### src/design/bcs_pkg.sv
// shared types, constants and helper functions for the block compression selector
package bcs_pkg;

   localparam int VALUE_W = 64;
   localparam int VBYTES_W = 4;
   localparam int RATIO_W = 18;
   localparam int CSR_INDEX_W = 2;
   localparam int CSR_DATA_W = 18;
   localparam int SIZE_OUT_W = 21;
   localparam int OFFSET_W = 4;
   localparam int DBITS_W = 7;
   localparam int DEFAULT_MAX_BLOCK_ROWS = 8192;

   localparam logic [VBYTES_W-1:0] VALUE_BYTES_RESET = 4'd8;
   localparam logic [RATIO_W-1:0] MAX_RATIO_RESET = 18'd65536;

   typedef enum logic [1:0] {
      ENC_RAW = 2'd0,
      ENC_CONST = 2'd1,
      ENC_RLE = 2'd2,
      ENC_DELTA = 2'd3
   } encoding_type;

   typedef enum logic [CSR_INDEX_W-1:0] {
      CSR_VALUE_BYTES = 2'd0,
      CSR_VALUES_SIGNED = 2'd1,
      CSR_MAX_RATIO = 2'd2
   } csr_index_type;

   // unsupported widths round up to the next supported byte count; widths above 8 map to 8
   function automatic logic [VBYTES_W-1:0] width_bytes(input logic [VBYTES_W-1:0] vb);
      logic [VBYTES_W-1:0] nb;
      if (vb <= 4'd1) begin
         nb = 4'd1;
      end else if (vb == 4'd2) begin
         nb = 4'd2;
      end else if (vb <= 4'd4) begin
         nb = 4'd4;
      end else begin
         nb = 4'd8;
      end
      return nb;
   endfunction

   function automatic logic [VALUE_W-1:0] width_mask(input logic [VBYTES_W-1:0] nb);
      logic [VALUE_W-1:0] m;
      case (nb)
         4'd1: m = 64'h0000_0000_0000_00FF;
         4'd2: m = 64'h0000_0000_0000_FFFF;
         4'd4: m = 64'h0000_0000_FFFF_FFFF;
         default: m = 64'hFFFF_FFFF_FFFF_FFFF;
      endcase
      return m;
   endfunction

   // flipping the sign bit lets an unsigned compare follow two's complement order
   function automatic logic [VALUE_W-1:0] order_key(input logic [VALUE_W-1:0] v,
                                                    input logic [VBYTES_W-1:0] nb,
                                                    input logic sgn);
      logic [VALUE_W-1:0] m;
      logic [VALUE_W-1:0] k;
      m = width_mask(nb);
      k = v & m;
      if (sgn) begin
         k = k ^ ((m >> 1) + 64'd1);
      end
      return k;
   endfunction

   function automatic logic [DBITS_W-1:0] bit_length(input logic [VALUE_W-1:0] x);
      logic [DBITS_W-1:0] n;
      n = '0;
      for (int i = 0; i < VALUE_W; i++) begin
         if (x[i]) begin
            n = DBITS_W'(i + 1);
         end
      end
      return n;
   endfunction

endpackage

### src/design/bcs_if.sv
// valid/ready channel interfaces for column values and encoding results
interface bcs_req_if;
   logic valid;
   logic ready;
   logic [bcs_pkg::VALUE_W-1:0] value;
   logic last;

   modport source (output valid, output value, output last, input ready);
   modport sink (input valid, input value, input last, output ready);
endinterface

interface bcs_rsp_if;
   logic valid;
   logic ready;
   bcs_pkg::encoding_type encoding;
   logic [bcs_pkg::SIZE_OUT_W-1:0] compressed_size;
   logic [bcs_pkg::OFFSET_W-1:0] offset_bytes;
   logic [bcs_pkg::VALUE_W-1:0] delta_base;
   logic [bcs_pkg::DBITS_W-1:0] delta_bits;

   modport source (output valid, output encoding, output compressed_size, output offset_bytes,
                   output delta_base, output delta_bits, input ready);
   modport sink (input valid, input encoding, input compressed_size, input offset_bytes,
                 input delta_base, input delta_bits, output ready);
endinterface

### src/design/block_compression_selector.sv
// block compression selector: running block statistics and encoding choice pipeline
// the statistics of a closed block pass through the result stages into the result register
// throughput: one value per cycle unless stalled; statistics and result stages are registered
// a full result register with rsp not ready stalls the stages behind it and then req
// reset (synchronous, active high) empties the pipeline, starts a new block and restores
// value_bytes 8, values_signed 0 and max_ratio_q16 1.0
module block_compression_selector #(
   parameter int MAX_BLOCK_ROWS = bcs_pkg::DEFAULT_MAX_BLOCK_ROWS
) (
   input logic clock,
   input logic reset,
   bcs_req_if.sink req_ch,
   bcs_rsp_if.source rsp_ch,
   input logic csr_we,
   input logic [bcs_pkg::CSR_INDEX_W-1:0] csr_index,
   input logic [bcs_pkg::CSR_DATA_W-1:0] csr_wdata
);

   localparam int ROW_W = $clog2(MAX_BLOCK_ROWS + 1);
   localparam int UNC_W = ROW_W + 3;
   localparam int SIZE_W = ROW_W + 4;
   localparam int TB_W = ROW_W + 7;
   localparam int CEIL_W = TB_W - 6;
   localparam int LIM_W = ROW_W + 21;
   localparam logic [ROW_W-1:0] MAX_ROWS_C = ROW_W'(MAX_BLOCK_ROWS);

   localparam int VW = bcs_pkg::VALUE_W;
   localparam int NBW = bcs_pkg::VBYTES_W;

   // configuration registers
   logic [NBW-1:0] value_bytes_ff;
   logic values_signed_ff;
   logic [bcs_pkg::RATIO_W-1:0] max_ratio_ff;

   always_ff @(posedge clock) begin
      if (reset) begin
         value_bytes_ff <= bcs_pkg::VALUE_BYTES_RESET;
         values_signed_ff <= 1'b0;
         max_ratio_ff <= bcs_pkg::MAX_RATIO_RESET;
      end else if (csr_we) begin
         case (bcs_pkg::csr_index_type'(csr_index))
            bcs_pkg::CSR_VALUE_BYTES: value_bytes_ff <= csr_wdata[NBW-1:0];
            bcs_pkg::CSR_VALUES_SIGNED: values_signed_ff <= csr_wdata[0];
            bcs_pkg::CSR_MAX_RATIO: max_ratio_ff <= csr_wdata[bcs_pkg::RATIO_W-1:0];
            default: ;
         endcase
      end
   end

   logic [NBW-1:0] nb;
   logic [VW-1:0] mask;
   assign nb = bcs_pkg::width_bytes(value_bytes_ff);
   assign mask = bcs_pkg::width_mask(nb);

   // stage enables, back to front
   logic en1, en2, en3, en4, en5;
   logic s1_valid_ff, s2_valid_ff, s3_valid_ff, s4_valid_ff, out_valid_ff;

   assign en5 = !out_valid_ff || rsp_ch.ready;
   assign en4 = !s4_valid_ff || en5;
   assign en3 = !s3_valid_ff || en4;
   assign en2 = !s2_valid_ff || en3;
   assign en1 = !s1_valid_ff || en2;
   assign req_ch.ready = en1;

   // running block statistics
   logic at_start_ff;
   logic [VW-1:0] block_min_ff, block_max_ff, prev_ff;
   logic [ROW_W-1:0] runs_ff, rows_ff;
   logic [VW-1:0] block_min_in, block_max_in, v_in;
   logic [ROW_W-1:0] runs_in, rows_in;
   logic [VW-1:0] key_v, key_min, key_max;
   logic accept, close;

   assign accept = req_ch.valid && req_ch.ready;
   assign v_in = req_ch.value & mask;
   assign key_v = bcs_pkg::order_key(v_in, nb, values_signed_ff);
   assign key_min = bcs_pkg::order_key(block_min_ff, nb, values_signed_ff);
   assign key_max = bcs_pkg::order_key(block_max_ff, nb, values_signed_ff);

   always_comb begin
      if (at_start_ff) begin
         block_min_in = v_in;
         block_max_in = v_in;
         runs_in = ROW_W'(1);
         rows_in = ROW_W'(1);
      end else begin
         block_min_in = (key_v < key_min) ? v_in : block_min_ff;
         block_max_in = (key_v > key_max) ? v_in : block_max_ff;
         runs_in = (v_in != (prev_ff & mask)) ? runs_ff + ROW_W'(1) : runs_ff;
         rows_in = rows_ff + ROW_W'(1);
      end
   end

   // a full block closes as if last were set
   assign close = req_ch.last || (rows_in >= MAX_ROWS_C);

   always_ff @(posedge clock) begin
      if (reset) begin
         at_start_ff <= 1'b1;
         block_min_ff <= '0;
         block_max_ff <= '0;
         prev_ff <= '0;
         runs_ff <= '0;
         rows_ff <= '0;
      end else if (accept) begin
         at_start_ff <= close;
         block_min_ff <= block_min_in;
         block_max_ff <= block_max_in;
         prev_ff <= v_in;
         runs_ff <= runs_in;
         rows_ff <= rows_in;
      end
   end

   // stage 1: snapshot of the closed block
   logic [VW-1:0] s1_min_ff, s1_max_ff;
   logic [ROW_W-1:0] s1_rows_ff, s1_runs_ff;

   always_ff @(posedge clock) begin
      if (reset) begin
         s1_valid_ff <= 1'b0;
      end else if (en1) begin
         s1_valid_ff <= accept && close;
      end
   end

   always_ff @(posedge clock) begin
      if (en1) begin
         s1_min_ff <= block_min_in;
         s1_max_ff <= block_max_in;
         s1_rows_ff <= rows_in;
         s1_runs_ff <= runs_in;
      end
   end

   // stage 2: range, offset width, raw and run-length sizes
   logic [VW-1:0] s2_diff_in, s2_mn_in, s2_diff_ff, s2_mn_ff;
   logic [NBW-1:0] s2_ob_in, s2_ob_ff;
   logic [UNC_W-1:0] s2_unc_in, s2_unc_ff;
   logic [SIZE_W-1:0] s2_rle_in, s2_rle_ff;
   logic [ROW_W-1:0] s2_rows_ff;
   logic [32:0] rows_wide;

   assign rows_wide = 33'(s1_rows_ff);

   always_comb begin
      s2_diff_in = (s1_max_ff - s1_min_ff) & mask;
      s2_mn_in = s1_min_ff & mask;
      if (rows_wide <= 33'd255) begin
         s2_ob_in = 4'd1;
      end else if (rows_wide <= 33'd65535) begin
         s2_ob_in = 4'd2;
      end else if (rows_wide <= 33'h0_FFFF_FFFF) begin
         s2_ob_in = 4'd4;
      end else begin
         s2_ob_in = 4'd8;
      end
      s2_unc_in = UNC_W'(nb) * UNC_W'(s1_rows_ff);
      s2_rle_in = (SIZE_W'(nb) + SIZE_W'(s2_ob_in)) * SIZE_W'(s1_runs_ff);
   end

   always_ff @(posedge clock) begin
      if (reset) begin
         s2_valid_ff <= 1'b0;
      end else if (en2) begin
         s2_valid_ff <= s1_valid_ff;
      end
   end

   always_ff @(posedge clock) begin
      if (en2) begin
         s2_diff_ff <= s2_diff_in;
         s2_mn_ff <= s2_mn_in;
         s2_ob_ff <= s2_ob_in;
         s2_unc_ff <= s2_unc_in;
         s2_rle_ff <= s2_rle_in;
         s2_rows_ff <= s1_rows_ff;
      end
   end

   // stage 3: delta bit width and the ratio limit
   logic [bcs_pkg::DBITS_W-1:0] s3_dbits_in, s3_dbits_ff;
   logic [LIM_W-1:0] s3_limit_in, s3_limit_ff;
   logic s3_zero_ff;
   logic [VW-1:0] s3_mn_ff;
   logic [NBW-1:0] s3_ob_ff;
   logic [UNC_W-1:0] s3_unc_ff;
   logic [SIZE_W-1:0] s3_rle_ff;
   logic [ROW_W-1:0] s3_rows_ff;

   assign s3_dbits_in = bcs_pkg::bit_length(s2_diff_ff);
   assign s3_limit_in = LIM_W'(max_ratio_ff) * LIM_W'(s2_unc_ff);

   always_ff @(posedge clock) begin
      if (reset) begin
         s3_valid_ff <= 1'b0;
      end else if (en3) begin
         s3_valid_ff <= s2_valid_ff;
      end
   end

   always_ff @(posedge clock) begin
      if (en3) begin
         s3_dbits_ff <= s3_dbits_in;
         s3_limit_ff <= s3_limit_in;
         s3_zero_ff <= (s2_diff_ff == '0);
         s3_mn_ff <= s2_mn_ff;
         s3_ob_ff <= s2_ob_ff;
         s3_unc_ff <= s2_unc_ff;
         s3_rle_ff <= s2_rle_ff;
         s3_rows_ff <= s2_rows_ff;
      end
   end

   // stage 4: packed delta bits
   logic [TB_W-1:0] s4_tb_in, s4_tb_ff;
   logic [bcs_pkg::DBITS_W-1:0] s4_dbits_ff;
   logic [LIM_W-1:0] s4_limit_ff;
   logic s4_zero_ff;
   logic [VW-1:0] s4_mn_ff;
   logic [NBW-1:0] s4_ob_ff;
   logic [UNC_W-1:0] s4_unc_ff;
   logic [SIZE_W-1:0] s4_rle_ff;

   assign s4_tb_in = TB_W'(s3_dbits_ff) * TB_W'(s3_rows_ff);

   always_ff @(posedge clock) begin
      if (reset) begin
         s4_valid_ff <= 1'b0;
      end else if (en4) begin
         s4_valid_ff <= s3_valid_ff;
      end
   end

   always_ff @(posedge clock) begin
      if (en4) begin
         s4_tb_ff <= s4_tb_in;
         s4_dbits_ff <= s3_dbits_ff;
         s4_limit_ff <= s3_limit_ff;
         s4_zero_ff <= s3_zero_ff;
         s4_mn_ff <= s3_mn_ff;
         s4_ob_ff <= s3_ob_ff;
         s4_unc_ff <= s3_unc_ff;
         s4_rle_ff <= s3_rle_ff;
      end
   end

   // stage 5: delta size, encoding choice and ratio test into the result register
   logic [TB_W-1:0] tb_round;
   logic [CEIL_W-1:0] words;
   logic [SIZE_W-1:0] delta_size;
   logic [SIZE_W-1:0] sel_size;
   bcs_pkg::encoding_type enc_in, enc_ff;
   logic [bcs_pkg::SIZE_OUT_W-1:0] size_in, size_ff;
   logic [bcs_pkg::OFFSET_W-1:0] ob_in, ob_ff;
   logic [VW-1:0] base_in, base_ff;
   logic [bcs_pkg::DBITS_W-1:0] bits_in, bits_ff;

   always_comb begin
      tb_round = s4_tb_ff + TB_W'(63);
      words = tb_round[TB_W-1:6];
      delta_size = SIZE_W'(nb) + SIZE_W'(1) + ((SIZE_W'(words) + SIZE_W'(1)) << 3);
      ob_in = '0;
      base_in = '0;
      bits_in = '0;
      if (s4_zero_ff) begin
         enc_in = bcs_pkg::ENC_CONST;
         sel_size = SIZE_W'(nb);
      end else if (s4_rle_ff < delta_size) begin
         enc_in = bcs_pkg::ENC_RLE;
         sel_size = s4_rle_ff;
         ob_in = s4_ob_ff;
      end else begin
         enc_in = bcs_pkg::ENC_DELTA;
         sel_size = delta_size;
         base_in = s4_mn_ff;
         bits_in = s4_dbits_ff;
      end
      size_in = bcs_pkg::SIZE_OUT_W'(sel_size);
      // ratio above the limit falls back to raw
      if ({LIM_W'(sel_size), 16'b0} > {16'b0, s4_limit_ff}) begin
         enc_in = bcs_pkg::ENC_RAW;
         size_in = bcs_pkg::SIZE_OUT_W'(s4_unc_ff);
         ob_in = '0;
         base_in = '0;
         bits_in = '0;
      end
   end

   always_ff @(posedge clock) begin
      if (reset) begin
         out_valid_ff <= 1'b0;
      end else if (en5) begin
         out_valid_ff <= s4_valid_ff;
      end
   end

   always_ff @(posedge clock) begin
      if (en5) begin
         enc_ff <= enc_in;
         size_ff <= size_in;
         ob_ff <= ob_in;
         base_ff <= base_in;
         bits_ff <= bits_in;
      end
   end

   assign rsp_ch.valid = out_valid_ff;
   assign rsp_ch.encoding = enc_ff;
   assign rsp_ch.compressed_size = size_ff;
   assign rsp_ch.offset_bytes = ob_ff;
   assign rsp_ch.delta_base = base_ff;
   assign rsp_ch.delta_bits = bits_ff;

endmodule

### src/flat_wrapper.sv
// flat-port wrapper written by rule: the top's interface ports become plain ports
module block_compression_selector_flat 
#(
   parameter int MAX_BLOCK_ROWS = bcs_pkg::DEFAULT_MAX_BLOCK_ROWS
)
  (clock, reset, csr_we, csr_index, csr_wdata, req_ch_valid, req_ch_value, req_ch_last, req_ch_ready, rsp_ch_valid, rsp_ch_encoding, rsp_ch_compressed_size, rsp_ch_offset_bytes, rsp_ch_delta_base, rsp_ch_delta_bits, rsp_ch_ready);
  bcs_req_if req_ch_i ();
  bcs_rsp_if rsp_ch_i ();
  input logic clock;
  input logic reset;
  input logic csr_we;
  input logic [bcs_pkg::CSR_INDEX_W-1:0] csr_index;
  input logic [bcs_pkg::CSR_DATA_W-1:0] csr_wdata;
  input wire logic [$bits(req_ch_i.valid)-1:0] req_ch_valid;
  input wire logic [$bits(req_ch_i.value)-1:0] req_ch_value;
  input wire logic [$bits(req_ch_i.last)-1:0] req_ch_last;
  output wire logic [$bits(req_ch_i.ready)-1:0] req_ch_ready;
  output wire logic [$bits(rsp_ch_i.valid)-1:0] rsp_ch_valid;
  output wire logic [$bits(rsp_ch_i.encoding)-1:0] rsp_ch_encoding;
  output wire logic [$bits(rsp_ch_i.compressed_size)-1:0] rsp_ch_compressed_size;
  output wire logic [$bits(rsp_ch_i.offset_bytes)-1:0] rsp_ch_offset_bytes;
  output wire logic [$bits(rsp_ch_i.delta_base)-1:0] rsp_ch_delta_base;
  output wire logic [$bits(rsp_ch_i.delta_bits)-1:0] rsp_ch_delta_bits;
  input wire logic [$bits(rsp_ch_i.ready)-1:0] rsp_ch_ready;
  assign req_ch_i.valid = req_ch_valid;
  assign req_ch_i.value = req_ch_value;
  assign req_ch_i.last = req_ch_last;
  assign req_ch_ready = req_ch_i.ready;
  assign rsp_ch_valid = rsp_ch_i.valid;
  assign rsp_ch_encoding = rsp_ch_i.encoding;
  assign rsp_ch_compressed_size = rsp_ch_i.compressed_size;
  assign rsp_ch_offset_bytes = rsp_ch_i.offset_bytes;
  assign rsp_ch_delta_base = rsp_ch_i.delta_base;
  assign rsp_ch_delta_bits = rsp_ch_i.delta_bits;
  assign rsp_ch_i.ready = rsp_ch_ready;
  block_compression_selector #(.MAX_BLOCK_ROWS(MAX_BLOCK_ROWS)) u_core (.clock(clock), .reset(reset), .req_ch(req_ch_i), .rsp_ch(rsp_ch_i), .csr_we(csr_we), .csr_index(csr_index), .csr_wdata(csr_wdata));
endmodule
### config.mk
export PLATFORM = sky130hd
export DESIGN_NAME = block_compression_selector_flat
export DESIGN_NICKNAME = d
export VERILOG_FILES = /design/src/design/bcs_pkg.sv /design/src/design/bcs_if.sv /design/src/design/block_compression_selector.sv /design/src/flat_wrapper.sv
export SDC_FILE = /design/constraint.sdc
export NUM_CORES = 2
export LEC_CHECK = 0
export BUFFER_PORTS_ARGS = -buffer_cell sky130_fd_sc_hd__buf_2
export CORE_MARGIN = 5
export CORE_UTILIZATION = 44
export DETAILED_ROUTE_END_ITERATION = 10
export GPL_TIMING_DRIVEN = 0
export PLACE_DENSITY = 0.56
export SETUP_SLACK_MARGIN = 0.1
export SYNTH_ARGS = -nofsm -noshare
export SYNTH_HDL_FRONTEND = slang
export SYNTH_SLANG_ARGS = --single-unit
### constraint.sdc
create_clock -name clock -period 8.5 [get_ports clock]
set_input_delay 0.425 -clock clock [delete_from_list [all_inputs] [get_ports clock]]
set_output_delay 0.425 -clock clock [all_outputs]
set_load 0.005 [all_outputs]
==> out/qor.yml <==
synth_fa_ha_area_share_pct: 19.5
ant_nets: 0
hold_path.class: "in -> reg"
num-nets-final: 7433
netSwitchingFraction_pct: 30.0
port_buffers: 183
synth_most_common_cell: "nand2_1"
die_x_um: 392
area_delta_synth_final_pct: 12.5
clock-sinks: 1000
finalCritPeriodShare_pct: 95.5
placed_area_um2: 67900
synth_xor_area_share_pct: 3.04
firstDrtPassIters: 5
dpl.hpwl_mm: 148
nFillCells: 13400
slew_headroom_pct: 4.26
p_total_mw: 14.4
setup_viol: 0
grt_start_max_net_pins: 97
yosysUniqueCellTypes: 87
cts_tree: "done"
grt_pass1_wl_mm: 288
htree_levels: 3
ys_top_cells_by_area: "edfxtp_1 (35%), fa_1 (11%), ha_1 (8.3%)"
cts-buffers-inserted: 113
num_rows: 140
drive_gt1_share_pct: 8.76
cts_buffer_depth: 3
yosys.area_share.simple_pct: 16.2
design_area_um2: 72200
p_switching_mw: 4.32
finalHoldViolations: 0
drcViolationCount: 0
clockRootBuffer: "clkbuf_16"
status: "finished clean"
io_pins: 190
pwr-share-clk_pct: 35.2
syn_avg_cell_area_um2: 10.3
synth.cell_area_um2: 64200
clkTransAtPathRegs_ns: 0.06
synth_edf_count: 751
rr_worst_depth: 18
seq_area_frac_synth_pct: 42.9
yosys.area.top_type_share_pct: 35.2
cellPowerDensity_nw_per_um2: 200
regArea_um2: 27500
setup-tns-final_ns: 0
finClkSkew_ns: 0.0552
dieArea_um2: 154000
postSynthCellCount: 6201
first_iter_violations: 3428
dp.cells: 8330
grt_pass1_vias: 46300
die_h_um: 392
drt-total-wl_mm: 190
leakage_nw: 31.7
instances_no_fill: 8580
ys_ff_latch: 1000
end_kind: "flop"
vias_per_cell: 5.41
seqPwrFrac_pct: 43.8
postSynth.asyncResetShare_pct: 0
cp_max_fo: 10
power_frac_comb_pct: 21.0
cp.arrival_ns: 8.42
drv_cap: 0
yosysTopAreaCell: "edfxtp_1"
place.gp.congestion: 0.916
grt_util_all_layers_pct: 24.7
vdd_ir_drop_max_uv: 168
num_vias: 46400
coreArea_um2: 145000
rsz0062_at_grt: "true"
synth_compound_area_share_pct: 9.23
multi_input_area_um2: 33300
fmax_mhz: 123
start_util_pct: 44.2
ys_warn_count: 0
synth_top_family_by_area: "adder cells"
start_kind: "flop"
ys.flop_type: "edfxtp_1"
grt-ovfl-total: 0
wl_per_cell_um: 22.1
postLayoutCoreUtil_pct: 49.7
worst_slew_pin_slew_ns: 1.42
muxShareOfSynthArea_pct: 3.71
worstSetupPathType: "reg -> reg"
synth_commonest_cells: "nand2_1 (810), edfxtp_1 (751), inv_1 (620), nor2_1 (465), ha_1 (424)"
clk_latency_ns: 0.74
hold_path_depth: 3
grt_antenna_before_repair: 10
internal-power_mw: 10.1
fin_crit_ns: 8.12
crit_required_ns: 8.80
drv_slew: 0
==> stage by stage <==
stage          hold slack (ns)  setup slack [ns]
2_1_floorplan            0.400              1.40
3_3_place_gp             0.402             -4.70
3_5_place_dp             0.405             -2.21
4_1_cts                 0.0165             0.198
5_1_grt                 0.0558            0.0872
6_report                0.0767             0.380
==> final cells by class <==
type                       count  share of cell area [%]
multi-input combinational   4307                    46.1
sequential                  1000                    38.1
clock buffer                 142                    4.30
tap                         1917                    3.32
inverter                     623                    3.26
timing repair buffer         228                    2.10
buffer                       287                    1.65
clock inverter                70                    1.09
antenna                        6                  0.0208
==> metal layers <==
| layer | wire [um] | vias to the layer above | track usage [%] |
|---|---|---|---|
| li1 | - | 21900 | - |
| met1 | 87600 | 22800 | 35.6 |
| met2 | 85600 | 1471 | 39.2 |
| met3 | 10900 | 260 | 3.07 |
| met4 | 5640 | 2 | 7.54 |
| met5 | 13 | - | 0 |
==> worst paths after layout <==
kind                            start                    to  slack (ns)
max reg2reg  u_core.value_bytes_ff[2]  u_core.s1_max_ff[57]        0.38
min reg2reg       u_core.s3_unc_ff[4]   u_core.s4_unc_ff[4]        0.41
min                   req_ch_value[4]     u_core.prev_ff[4]        0.08
max          u_core.value_bytes_ff[2]  u_core.s1_max_ff[57]        0.38
==> cells in the final DEF, fill, tap and decap left out, drive strengths merged, types with 21 or more instances in the layout <==
cell type / count
nor3: 65
buf: 253
clkinv: 42
xor2: 76
fa: 359
dlygate4sd3: 22
nor3b: 37
a221oi: 37
o311ai: 61
o22ai: 40
edfxtp: 751
nand2b: 223
a21oi: 274
a31oi: 48
nand3: 59
mux2i: 143
ha: 424
o21bai: 26
o21a: 35
dfxtp: 249
a21o: 99
nor2b: 34
clkbuf: 380
a211oi: 27
nor4: 21
or3: 22
o21ai: 97
nand4: 43
nand2: 810
mux2: 84
xnor2: 147
and2: 274
inv: 629
and3: 61
o211ai: 24
nor2: 465
==> critical path, stage by stage, from the launching register on <==
cell and delay, ns:
dfxtp_1 0.43, o21ai_0 0.10, nor2b_1 0.13, clkbuf_4 0.33, clkinv_4 0.25, clkbuf_8 0.30, clkdlybuf4s15_1 1.02, clkbuf_1 0.73
nand2_1 0.13, ha_1 0.34, nand4_1 0.16, nor3_1 0.58, and3_1 0.26, nand3_1 0.13, or3_1 0.52, o21bai_1 0.28
buf_2 0.29, clkbuf_1 0.39, o311ai_0 1.29
==> cells by family (layout without fill, tap and decap cells) <==
group,count (synthesis),in the layout
simple gates,2168,2168
flops,1000,1000
buf+inv,910,1350
compound gates,887,887
fa+ha+maj,784,784
mux,227,227
xor+xnor,223,223
other cells,2,24
==> sequential cells by signal, summed over array words and instances (netlist names), 21 cells and up <==
| name | count |
|---|---|
| u_core.s2_mn_ff | 64 |
| u_core.s4_mn_ff | 64 |
| u_core.s4_tb_ff | 21 |
| u_core.s3_mn_ff | 64 |
| u_core.s1_max_ff | 64 |
| u_core.block_max_ff | 64 |
| u_core.prev_ff | 64 |
| u_core.s4_limit_ff | 35 |
| u_core.block_min_ff | 64 |
| u_core.rsp_ch.delta_base | 64 |
| u_core.s2_diff_ff | 64 |
| u_core.s1_min_ff | 64 |
| u_core.s3_limit_ff | 35 |
==> power groups by stage <==
stage / combinational (mW) / clock, mW / sequential [mW]
5_1_grt: 3.33 / 5.41 / 6.38
4_1_cts: 3.00 / 5.19 / 6.32
2_1_floorplan: 2.02 / 0 / 6.25
3_5_place_dp: 2.96 / 0 / 6.42
6_report: 3.02 / 5.07 / 6.32
3_3_place_gp: 2.93 / 0 / 6.41
==> timing repair <==
item	in CTS	in global routing
hold buffers	22	0
hold endpoints to repair	27	0
resized for setup	21	36
pin swaps	2	1
endpoints found under the setup margin	279	100
setup buffers	1	8
(Power assumes the default switching activity.)
